[config.mk]
export PLATFORM = sky130hd
export DESIGN_NAME = age_to_grain_size_interp
export DESIGN_NICKNAME = d
export VERILOG_FILES = /design/src/design/agi_pkg.sv /design/src/design/agi_seg_find.sv /design/src/design/agi_slope_mul.sv /design/src/design/agi_apply.sv /design/src/design/age_to_grain_size_interp.sv
export SDC_FILE = /design/constraint.sdc
export NUM_CORES = 2
export LEC_CHECK = 0
export BUFFER_PORTS_ARGS = -buffer_cell sky130_fd_sc_hd__buf_2
export CAP_MARGIN = 20
export CELL_PAD_IN_SITES_DETAIL_PLACEMENT = 0
export CELL_PAD_IN_SITES_GLOBAL_PLACEMENT = 2
export CORE_UTILIZATION = 44
export CTS_CLUSTER_SIZE = 8
export DETAILED_ROUTE_END_ITERATION = 6
export PLACE_DENSITY_LB_ADDON = 0.05
export REMOVE_ABC_BUFFERS = 1
export SYNTH_ARGS = -nofsm -noshare
export SYNTH_HDL_FRONTEND = slang
export SYNTH_HIERARCHICAL = 1
export SYNTH_SLANG_ARGS = --single-unit
[constraint.sdc]
create_clock -name clk -period 9.8 [get_ports clk]
set_input_delay 0.49 -clock clk [delete_from_list [all_inputs] [get_ports clk]]
set_output_delay 0.49 -clock clk [all_outputs]
set_load 0.05 [all_outputs]
[src/design/agi_pkg.sv]
// Shared types, breakpoint tables and fixed-point slope constants for the grain size lookup.
package agi_pkg;

  localparam int AGE_W       = 32;
  localparam int SIZE_W      = 24;
  localparam int OFF_W       = 24;
  localparam int TABLE_POINTS = 22;
  localparam int NUM_SEGS    = TABLE_POINTS - 1;
  localparam int NUM_INNER   = TABLE_POINTS - 2;
  localparam int SEG_W       = 5;
  localparam int SLOPE_FRAC  = 24;
  localparam int SLOPE_W     = 33;
  localparam int SLOPE_LO_W  = 17;
  localparam int SLOPE_HI_W  = SLOPE_W - SLOPE_LO_W;
  localparam int PROD_W      = OFF_W + SLOPE_W;
  localparam int INC_W       = PROD_W - SLOPE_FRAC;

  localparam logic [AGE_W-1:0] AGE_PTS [TABLE_POINTS] = '{
    32'd0, 32'd50000, 32'd100000, 32'd125000, 32'd150000,
    32'd158000, 32'd165000, 32'd170000, 32'd180000, 32'd188000,
    32'd200000, 32'd225000, 32'd245000, 32'd260000, 32'd300000,
    32'd320000, 32'd350000, 32'd400000, 32'd500000, 32'd600000,
    32'd800000, 32'd10000000
  };

  localparam logic [SIZE_W-1:0] SIZE_PTS [TABLE_POINTS] = '{
    24'd1800000, 24'd2200000, 24'd3000000, 24'd4000000, 24'd4300000,
    24'd3000000, 24'd3000000, 24'd4600000, 24'd3400000, 24'd3300000,
    24'd5900000, 24'd6200000, 24'd5400000, 24'd6800000, 24'd3500000,
    24'd6000000, 24'd8000000, 24'd8300000, 24'd3600000, 24'd3800000,
    24'd9500000, 24'd10000000
  };

  // Slope magnitude in nm per year with SLOPE_FRAC fractional bits, rounded to nearest.
  localparam logic [SLOPE_W-1:0] SLOPE_MAG [NUM_SEGS] = '{
    SLOPE_W'(((64'd400000  << SLOPE_FRAC) + 64'd50000 / 2)   / 64'd50000),
    SLOPE_W'(((64'd800000  << SLOPE_FRAC) + 64'd50000 / 2)   / 64'd50000),
    SLOPE_W'(((64'd1000000 << SLOPE_FRAC) + 64'd25000 / 2)   / 64'd25000),
    SLOPE_W'(((64'd300000  << SLOPE_FRAC) + 64'd25000 / 2)   / 64'd25000),
    SLOPE_W'(((64'd1300000 << SLOPE_FRAC) + 64'd8000 / 2)    / 64'd8000),
    SLOPE_W'(((64'd0       << SLOPE_FRAC) + 64'd7000 / 2)    / 64'd7000),
    SLOPE_W'(((64'd1600000 << SLOPE_FRAC) + 64'd5000 / 2)    / 64'd5000),
    SLOPE_W'(((64'd1200000 << SLOPE_FRAC) + 64'd10000 / 2)   / 64'd10000),
    SLOPE_W'(((64'd100000  << SLOPE_FRAC) + 64'd8000 / 2)    / 64'd8000),
    SLOPE_W'(((64'd2600000 << SLOPE_FRAC) + 64'd12000 / 2)   / 64'd12000),
    SLOPE_W'(((64'd300000  << SLOPE_FRAC) + 64'd25000 / 2)   / 64'd25000),
    SLOPE_W'(((64'd800000  << SLOPE_FRAC) + 64'd20000 / 2)   / 64'd20000),
    SLOPE_W'(((64'd1400000 << SLOPE_FRAC) + 64'd15000 / 2)   / 64'd15000),
    SLOPE_W'(((64'd3300000 << SLOPE_FRAC) + 64'd40000 / 2)   / 64'd40000),
    SLOPE_W'(((64'd2500000 << SLOPE_FRAC) + 64'd20000 / 2)   / 64'd20000),
    SLOPE_W'(((64'd2000000 << SLOPE_FRAC) + 64'd30000 / 2)   / 64'd30000),
    SLOPE_W'(((64'd300000  << SLOPE_FRAC) + 64'd50000 / 2)   / 64'd50000),
    SLOPE_W'(((64'd4700000 << SLOPE_FRAC) + 64'd100000 / 2)  / 64'd100000),
    SLOPE_W'(((64'd200000  << SLOPE_FRAC) + 64'd100000 / 2)  / 64'd100000),
    SLOPE_W'(((64'd5700000 << SLOPE_FRAC) + 64'd200000 / 2)  / 64'd200000),
    SLOPE_W'(((64'd500000  << SLOPE_FRAC) + 64'd9200000 / 2) / 64'd9200000)
  };

  // Set where the size falls across the segment.
  localparam logic SLOPE_NEG [NUM_SEGS] = '{
    1'b0, 1'b0, 1'b0, 1'b0, 1'b1, 1'b0, 1'b0, 1'b1, 1'b1, 1'b0,
    1'b0, 1'b1, 1'b0, 1'b1, 1'b0, 1'b0, 1'b0, 1'b1, 1'b0, 1'b0,
    1'b0
  };

  typedef struct packed {
    logic             hi;
    logic [SEG_W-1:0] seg;
    logic [OFF_W-1:0] age;
  } seg_item_t;

  typedef struct packed {
    logic              hi;
    logic              neg;
    logic [SIZE_W-1:0] base;
    logic [INC_W-1:0]  inc;
  } inc_item_t;

endpackage

[src/design/agi_seg_find.sv]
// Two-stage segment search: breakpoint compares, then priority encoding of the segment.
module agi_seg_find (
  input  logic                      clk,
  input  logic                      rst,
  input  logic                      in_valid,
  output logic                      in_ready,
  input  logic [31:0]               age,
  output logic                      out_valid,
  input  logic                      out_ready,
  output agi_pkg::seg_item_t        out_item
);
  import agi_pkg::*;

  logic                 v1;
  logic [NUM_INNER-1:0] ge1;
  logic                 hi1;
  logic [OFF_W-1:0]     age1;
  logic                 v2;
  seg_item_t            item2;
  logic                 rdy1;
  logic                 rdy2;
  logic [NUM_INNER-1:0] ge_next;
  logic [SEG_W-1:0]     seg_next;

  assign rdy2      = !v2 || out_ready;
  assign rdy1      = !v1 || rdy2;
  assign in_ready  = rdy1;
  assign out_valid = v2;
  assign out_item  = item2;

  always_comb begin
    for (int i = 0; i < NUM_INNER; i++) begin
      ge_next[i] = (age >= AGE_PTS[i + 1]);
    end
  end

  always_comb begin
    seg_next = '0;
    for (int i = 0; i < NUM_INNER; i++) begin
      if (ge1[i]) begin
        seg_next = SEG_W'(i + 1);
      end
    end
  end

  always_ff @(posedge clk) begin
    if (rst) begin
      v1 <= 1'b0;
      v2 <= 1'b0;
    end else begin
      if (rdy1) begin
        v1 <= in_valid;
      end
      if (rdy2) begin
        v2 <= v1;
      end
    end
  end

  always_ff @(posedge clk) begin
    if (rdy1 && in_valid) begin
      ge1  <= ge_next;
      hi1  <= (age >= AGE_PTS[TABLE_POINTS - 1]);
      age1 <= age[OFF_W-1:0];
    end
    if (rdy2 && v1) begin
      item2.hi  <= hi1;
      item2.seg <= seg_next;
      item2.age <= age1;
    end
  end

endmodule

[src/design/agi_slope_mul.sv]
// Three-stage offset, split slope multiply and rounding of the increment.
module agi_slope_mul (
  input  logic                 clk,
  input  logic                 rst,
  input  logic                 in_valid,
  output logic                 in_ready,
  input  agi_pkg::seg_item_t   in_item,
  output logic                 out_valid,
  input  logic                 out_ready,
  output agi_pkg::inc_item_t   out_item
);
  import agi_pkg::*;

  logic                         v3;
  logic [OFF_W-1:0]             off3;
  logic [SLOPE_W-1:0]           slope3;
  logic                         neg3;
  logic                         hi3;
  logic [SIZE_W-1:0]            base3;
  logic                         v4;
  logic [OFF_W+SLOPE_LO_W-1:0]  pp_lo4;
  logic [OFF_W+SLOPE_HI_W-1:0]  pp_hi4;
  logic                         neg4;
  logic                         hi4;
  logic [SIZE_W-1:0]            base4;
  logic                         v5;
  inc_item_t                    item5;
  logic                         rdy3;
  logic                         rdy4;
  logic                         rdy5;
  logic [PROD_W-1:0]            prod_next;

  assign rdy5      = !v5 || out_ready;
  assign rdy4      = !v4 || rdy5;
  assign rdy3      = !v3 || rdy4;
  assign in_ready  = rdy3;
  assign out_valid = v5;
  assign out_item  = item5;

  assign prod_next = {pp_hi4, {SLOPE_LO_W{1'b0}}}
                   + PROD_W'(pp_lo4)
                   + (PROD_W'(1) << (SLOPE_FRAC - 1));

  always_ff @(posedge clk) begin
    if (rst) begin
      v3 <= 1'b0;
      v4 <= 1'b0;
      v5 <= 1'b0;
    end else begin
      if (rdy3) begin
        v3 <= in_valid;
      end
      if (rdy4) begin
        v4 <= v3;
      end
      if (rdy5) begin
        v5 <= v4;
      end
    end
  end

  always_ff @(posedge clk) begin
    if (rdy3 && in_valid) begin
      off3   <= in_item.age - AGE_PTS[in_item.seg][OFF_W-1:0];
      slope3 <= SLOPE_MAG[in_item.seg];
      neg3   <= SLOPE_NEG[in_item.seg];
      base3  <= SIZE_PTS[in_item.seg];
      hi3    <= in_item.hi;
    end
    if (rdy4 && v3) begin
      pp_lo4 <= (OFF_W + SLOPE_LO_W)'(off3) * (OFF_W + SLOPE_LO_W)'(slope3[SLOPE_LO_W-1:0]);
      pp_hi4 <= (OFF_W + SLOPE_HI_W)'(off3)
              * (OFF_W + SLOPE_HI_W)'(slope3[SLOPE_W-1:SLOPE_LO_W]);
      neg4   <= neg3;
      base4  <= base3;
      hi4    <= hi3;
    end
    if (rdy5 && v4) begin
      item5.inc  <= prod_next[PROD_W-1:SLOPE_FRAC];
      item5.neg  <= neg4;
      item5.base <= base4;
      item5.hi   <= hi4;
    end
  end

endmodule

[src/design/agi_apply.sv]
// Output register: signed increment applied to the left size, floored at zero; ages past the table give the last size.
module agi_apply (
  input  logic                 clk,
  input  logic                 rst,
  input  logic                 in_valid,
  output logic                 in_ready,
  input  agi_pkg::inc_item_t   in_item,
  output logic                 out_valid,
  input  logic                 out_ready,
  output logic [23:0]          size
);
  import agi_pkg::*;

  logic              v6;
  logic              rdy6;
  logic [SIZE_W-1:0] size_next;

  assign rdy6      = !v6 || out_ready;
  assign in_ready  = rdy6;
  assign out_valid = v6;

  always_comb begin
    if (in_item.hi) begin
      size_next = SIZE_PTS[TABLE_POINTS - 1];
    end else if (in_item.neg) begin
      if (in_item.inc >= INC_W'(in_item.base)) begin
        size_next = '0;
      end else begin
        size_next = in_item.base - in_item.inc[SIZE_W-1:0];
      end
    end else begin
      size_next = in_item.base + in_item.inc[SIZE_W-1:0];
    end
  end

  always_ff @(posedge clk) begin
    if (rst) begin
      v6 <= 1'b0;
    end else if (rdy6) begin
      v6 <= in_valid;
    end
  end

  always_ff @(posedge clk) begin
    if (rdy6 && in_valid) begin
      size <= size_next;
    end
  end

endmodule

[src/design/age_to_grain_size_interp.sv]
// Each accepted input passes the segment search, slope multiply and apply stages in order before it shows on m_tvalid.
// Throughput: one transaction per cycle unless the master side stalls; six-stage pipeline with one multiply stage.
// A stall on the master side holds every full stage; empty stages still fill, so bubbles are squeezed out.
// Reset clears the valid bit of every stage; the tables are constants and need no reset.
module age_to_grain_size_interp (
  input  logic        clk,
  input  logic        rst,
  input  logic        s_tvalid,
  output logic        s_tready,
  input  logic [31:0] s_tdata,   // [31:0] age_years
  output logic        m_tvalid,
  input  logic        m_tready,
  output logic [23:0] m_tdata    // [23:0] grain_size_nm
);
  import agi_pkg::*;

  logic      seg_valid;
  logic      seg_ready;
  seg_item_t seg_item;
  logic      inc_valid;
  logic      inc_ready;
  inc_item_t inc_item;

  agi_seg_find u_seg_find (
    .clk       (clk),
    .rst       (rst),
    .in_valid  (s_tvalid),
    .in_ready  (s_tready),
    .age       (s_tdata),
    .out_valid (seg_valid),
    .out_ready (seg_ready),
    .out_item  (seg_item)
  );

  agi_slope_mul u_slope_mul (
    .clk       (clk),
    .rst       (rst),
    .in_valid  (seg_valid),
    .in_ready  (seg_ready),
    .in_item   (seg_item),
    .out_valid (inc_valid),
    .out_ready (inc_ready),
    .out_item  (inc_item)
  );

  agi_apply u_apply (
    .clk       (clk),
    .rst       (rst),
    .in_valid  (inc_valid),
    .in_ready  (inc_ready),
    .in_item   (inc_item),
    .out_valid (m_tvalid),
    .out_ready (m_tready),
    .size      (m_tdata)
  );

  a_range: assert property (@(posedge clk) disable iff (rst)
    m_tvalid |-> (m_tdata >= SIZE_PTS[0]) && (m_tdata <= SIZE_PTS[TABLE_POINTS - 1]))
    else $error("grain size result outside the table range");

  a_ready_chain: assert property (@(posedge clk) disable iff (rst)
    m_tready |-> s_tready)
    else $error("pipeline not ready although the output side is taking results");

  a_reset_empty: assert property (@(posedge clk)
    $past(rst) |-> !m_tvalid)
    else $error("result valid straight after reset");

endmodule

# Yosys cells after proc, flatten, opt, wreduce, memory -nomap -nowiden
# Memories as Yosys holds them, arrays and structs flattened. A register that Yosys moved wholly into a read port is not among the register bits.
# Cells that the tools add are included.
# totals
wordCells	102
reg_bits	296
n_memories	4
output_inout_bits	26
mem_bits_ro	2880
# memory_table
memory	depth	word_bits	read_ports	rd_clocked_by_memory_dff	write_ports	line_no	text
(name not given)	32	33	1	1	0	agi_slope_mul.sv:65	slope3 <= SLOPE_MAG[in_item.seg];
(name not given)	32	32	1	0	0	agi_slope_mul.sv:64	off3 <= in_item.age - AGE_PTS[in_item.seg][OFF_W-1:0];
(name not given)	32	24	1	1	0	agi_slope_mul.sv:67	base3 <= SIZE_PTS[in_item.seg];
(name not given)	32	1	1	1	0	agi_slope_mul.sv:66	neg3 <= SLOPE_NEG[in_item.seg];
# classes
order_cmp	23
mux	23
n_mul	2
reduce_logical	19
add_sub_neg	5
bitwise	1
# ops
operator	n
>= comparator 32 x 18 -> 1 bit, second input constant	10
>= comparator 32 x 19 -> 1 bit, second input constant	5
2-to-1 mux 24 bit	4
>= comparator 32 x 17 -> 1 bit, second input constant	2
>= comparator 32 x 20 -> 1 bit, second input constant	2
adder 57 x 24 -> 57 bit, second input constant	1
adder 57 x 41 -> 57 bit	1
subtractor 24 bit	2
multiplier 24 x 17 -> 41 bit	1
multiplier 24 x 16 -> 40 bit	1
>= comparator 33 x 24 -> 1 bit	1
>= comparator 32 x 16 -> 1 bit, second input constant	1
>= comparator 32 x 24 -> 1 bit, second input constant	1
2-to-1 mux 4 bit	8
adder 24 bit	1
2-to-1 mux 3 bit	8
>= comparator 6 bit, second input constant	1
logical AND 1 bit	6
logical NOT 1 bit	6
logical OR 1 bit	6
inverter 5 -> 6 bit	1
OR reduction 5 bit	1
2-to-1 mux 2 bit	2
2-to-1 mux 1 bit	1

# Logic depth before layout (Yosys ltp)
# logic_depth
word_depth	19
mapped_depth	27

# Cells and area by module
# The synthesis kept the hierarchy.
# by_module_without_submodules
module	area_per_inst_um2	n_inst	seq_area_each_um2	cells_each
agi_slope_mul	31119.8	1	6035.8	3099
agi_apply	4309.1	1	740.7	542
agi_seg_find	3403.3	1	2292.2	268

# Least setup slack after synthesis
# OpenSTA, ideal clock, no wires.
# synth_timing
path_kind	register to register
startpoint	reg u_apply.v6 (netlist: u_apply/out_valid)
endpoint	reg u_slope_mul.base4[10] (enable)
setup_slack_ns	2.220
setup_ns	0.658
stages_incl_launch_ff	4
path_buffers	0
required_ns	9.142
arrival_ns	6.922
path_cell_list	dfxtp_1 -> nand2b_1 -> nor2b_1 -> a21boi_0
# synth_between
elab_chain_len	5
# synth_lines
item	line_no	text
start, declared	agi_apply.sv:14	logic v6;
start signal, assigned	agi_apply.sv:40	v6 <= in_valid;
logical NOT 1 bit	agi_apply.sv:18	assign rdy6 = !v6 || out_ready;
logical OR 1 bit	agi_apply.sv:18	
net inc_ready	age_to_grain_size_interp.sv:21	logic inc_ready;
logical OR 1 bit	agi_slope_mul.sv:33	assign rdy5 = !v5 || out_ready;
logical OR 1 bit	agi_slope_mul.sv:34	assign rdy4 = !v4 || rdy5;
logical AND 1 bit	agi_slope_mul.sv:70	if (rdy4 && v3) begin
end signal, assigned	agi_slope_mul.sv:75	base4 <= base3;
end, declared	agi_slope_mul.sv:25	logic [SIZE_W-1:0] base4;
# The timed path passes the listed nets, and every way through them passes these cells.
# A chain may end at the register's enable or synchronous reset.

# Final worst setup path
# layout_timing
startpoint	reg u_slope_mul.slope3[21]
endpoint	reg u_slope_mul.pp_hi4[32], data pin
# layout_between
elab_chain_len	1
# layout_lines
item	line_no	text
start, declared	agi_slope_mul.sv:16	logic [SLOPE_W-1:0] slope3;
multiplier 24 x 16 -> 40 bit	agi_slope_mul.sv:73	* (OFF_W + SLOPE_HI_W)'(slope3[SLOPE_W-1:SLOPE_LO_W]);
end signal, assigned	agi_slope_mul.sv:72	pp_hi4 <= (OFF_W + SLOPE_HI_W)'(off3)
end, declared	agi_slope_mul.sv:22	logic [OFF_W+SLOPE_HI_W-1:0] pp_hi4;
# No other way between the ends.

==> results.sh <==
export IMPL_run_status="finished, final reports clean"
export IMPL_clock_sinks=304
export IMPL_largest_net_degree_at_the_start_of_global_routing=79
export IMPL_vias_in_the_first_global_route=29200
export IMPL_fin_total_pwr_w=0.00577
export IMPL_layout_area_overhead_vs_synth_pct=6.93
export IMPL_synthTopCellsByArea="sky130_fd_sc_hd__fa_1 (30%), sky130_fd_sc_hd__edfxtp_1 (23%), sky130_fd_sc_hd__ha_1 (12%)"
export IMPL_placement_io_buffers=61
export IMPL_dp_worst_slack_ps=1850
export IMPL_crit_required_ps=10140
export IMPL_detail_route_drc_violations=0
export IMPL_syn_area_per_cell_um2=9.93
export IMPL_p_seq_frac=0.286
export IMPL_cp_slowest_stage_delay_ps=830
export IMPL_critical_path_arrival_ps=8400
export IMPL_worst_slew_pin_transition_ps=1150
export IMPL_worst_path_max_delay_cell="sky130_fd_sc_hd__edfxtp_1"
export IMPL_starting_drc_count_in_detailed_routing=1526
export IMPL_chipWidth_um=299
export IMPL_cellPowerDensity_nw_per_um2=139
export IMPL_asyncSetResetFlopFracSynth=0
export IMPL_clkSlewWorstSetupHoldPaths_ps=50
export IMPL_std_cell_rows=108
export IMPL_place_congestion=0.917
export IMPL_cell_internal_pwr_w=0.00355
export IMPL_drt_pass1_iter_count=6
export IMPL_timing_rr_end="u_slope_mul/pp_hi4[32]"
export IMPL_cap_violations=0
export IMPL_floorplan_initialDensity=0.446
export IMPL_p_sw_w=0.00222
export IMPL_final_util=0.477
export IMPL_grt_pass1_wl_um=175000
export IMPL_hold_path_depth=1
export IMPL_synth_enable_flop_cells=298
export IMPL_cts_resized_gates=0
export IMPL_layout_worst_path_cycle_share=0.822
export IMPL_pin_count=62
export IMPL_critPathKind="reg2reg"
export IMPL_worst_r2r_path_depth=25
export IMPL_number_of_unique_standard_cell_types_used_by_synthesis=99
export IMPL_startpoint_type="flop"
export IMPL_yosys_most_used_dff="sky130_fd_sc_hd__edfxtp_1"
export IMPL_finalWirelength_um=113000
export IMPL_route_antenna_remaining_nets=0
export IMPL_combinationalPowerShare=0.472
export IMPL_htreeDepth=2
export IMPL_worst_ir_drop_vdd_uv=158
export IMPL_timing_setup_tns_ps=0
export IMPL_ys_ff_latch=304
export IMPL_vias=27200
export IMPL_timing_reg2reg_setup_slack_ps=1740
export IMPL_worst_clock_skew_ps=62.2
export IMPL_synth_top_area_frac=0.303
export IMPL_power_frac_clock=0.242
export IMPL_die_area_um2=89400
export IMPL_drive_above_1_share=0.0518
export IMPL_hold_viol=0
export IMPL_clockRootBuffer="sky130_fd_sc_hd__clkbuf_16"
export IMPL_unrepaired_setup_endpoints_after_global_routing="false"
export IMPL_cts_made_buffers=44
export IMPL_synth_cells_most_frequent="sky130_fd_sc_hd__inv_1 (893), sky130_fd_sc_hd__fa_1 (588), sky130_fd_sc_hd__nand2_1 (383)"
export IMPL_whs_endpoint="u_seg_find/age1[0]"
export IMPL_hold_path_startpoint="s_tdata[0]"
export IMPL_max_slew_margin=0.232
export IMPL_fmax_ghz=0.124
export IMPL_clk_insertion_delay_late_ps=590
export IMPL_tritoncts_clock_tree="done"
export IMPL_number_of_buffers_on_the_longest_clock_path=3
export IMPL_placeableCoreArea_um2=87000
export IMPL_finalCriticalPeriod_ps=8060
export IMPL_hold_path_class="in2reg"
export IMPL_critical_path_reg2reg_startpoint="u_slope_mul/slope3[21]"
export IMPL_synthDominantAreaCellType="sky130_fd_sc_hd__fa_1"
export IMPL_crit_path_max_fanout=24
export IMPL_final_number_of_setup_violating_endpoints=0
export IMPL_globalRoute_totalOverflow=0
export IMPL_timing_final_max_slew_violations=0
export IMPL_routedWlPerCell_um=22.1
export IMPL_gr_usage_all_layers=0.258
export IMPL_floorplan_die_height_um=299
export IMPL_hold_buffers=0
export IMPL_dpl_hpwl_um=94100
export IMPL_syn_area_um2=38800
export IMPL_grt_antenna_before_repair=5
export IMPL_path_common_cell="sky130_fd_sc_hd__inv_1"
export IMPL_post_synth_top_count_cell="sky130_fd_sc_hd__inv_1"
export IMPL_netSwitchingFraction=0.385
export IMPL_netlist_instances=3909
export IMPL_ys_seq_area_frac=0.234
export IMPL_power_leakage_nw=20.2
export IMPL_timing_final_ws_setup_ps=1740
export IMPL_cts_setup_buffers=0
export IMPL_synthesis_warning_total=6
export IMPL_design_final_nets=4911
export IMPL_cp_end_kind="flop"
export IMPL_vias_per_cell=5.34
## logic make-up after synthesis
logic type      Yosys count  synth area share
xor+xnor                108            0.0244
flops                   304             0.234
buf+inv                1029             0.103
other cells               1         0.0000966
compound gates          591             0.102
fa+ha+maj               957             0.422
simple gates            912             0.114
mux                       7           0.00180
## per-stage QoR
step | area (µm²) | instances | hold slack (ps)
detailed placement | 40200 | 5026 | 405
global placement | 40200 | 5026 | 401
floorplan | 38200 | 3778 | 400
global route | 41500 | 5091 | 104
finish | 41500 | 5093 | 123
CTS | 41500 | 5090 | 101
## final cells by class
class                   instances  area (µm²)
inverters                     894        3360
fillers                      8330       45500
diodes                          2        5.00
flip-flops and latches        304        9070
multi-input cells            2580       25800
well taps                    1155        1450
clock buffers                  59        1160
clock inverters                 5        88.8
repair buffers                 94         573
## worst max-delay path, delay by kind of cell, from the launching register on
kind / cells / cell delay, ps
adders and majority gates: 7 / 3510
AOI/OAI and AO/OA: 8 / 2170
xor gates and xnor gates: 1 / 160
and+or+nand+nor: 2 / 610
DFF: 1 / 830
buffers and inverters: 7 / 460
## power groups by stage
stage	Sequential (W)	Combinational, W	Clock (W)
after CTS	0.00165	0.00278	0.00143
final	0.00165	0.00272	0.00139
after global placement	0.00167	0.00275	0
after detailed placement	0.00168	0.00275	0
after global routing	0.00165	0.00312	0.00149
after floorplan	0.00167	0.00200	0
## placed cells by master (no fill, tap or decap), drive strengths merged, types with 44 or more instances in the layout
cell type  instances
edfxtp           298
nand3             46
nand2            383
clkbuf            59
xnor2             78
a21oi            165
buf               94
and2             133
ha               369
o21ai            124
fa               588
inv              895
nor2             151
a21o              44
## sequential cells by signal, summed over array words and instances, names as in the netlist, 20 cells and up
signal / count
u_seg_find/age1: 24
u_slope_mul/pp_hi4: 40
u_slope_mul/out_item: 54
u_apply/size: 24
u_slope_mul/off3: 24
u_slope_mul/pp_lo4: 24
u_seg_find/ge1: 20
u_seg_find/out_item: 30
## metal layers
metal / vias up / GRT usage / wire (µm)
li1: 12600 / - / -
met1: 13900 / 0.345 / 48600
met2: 604 / 0.447 / 56800
met3: 146 / 0.0222 / 3810
met4: 2 / 0.0726 / 3330
met5: - / 0 / 14
## worst max path at each step
stage | startpoint | cells past startpoint | end
after floorplan | u_apply/out_valid | 3 | u_slope_mul/base4[10]
after global placement | u_slope_mul/slope3[21] | 25 | u_slope_mul/pp_hi4[32]
after detailed placement | u_slope_mul/slope3[21] | 25 | u_slope_mul/pp_hi4[32]
after CTS | u_slope_mul/slope3[21] | 25 | u_slope_mul/pp_hi4[36]
after global routing | u_slope_mul/slope3[21] | 25 | u_slope_mul/pp_hi4[32]
final | u_slope_mul/slope3[21] | 25 | u_slope_mul/pp_hi4[32]
(Power assumes the default switching activity.)
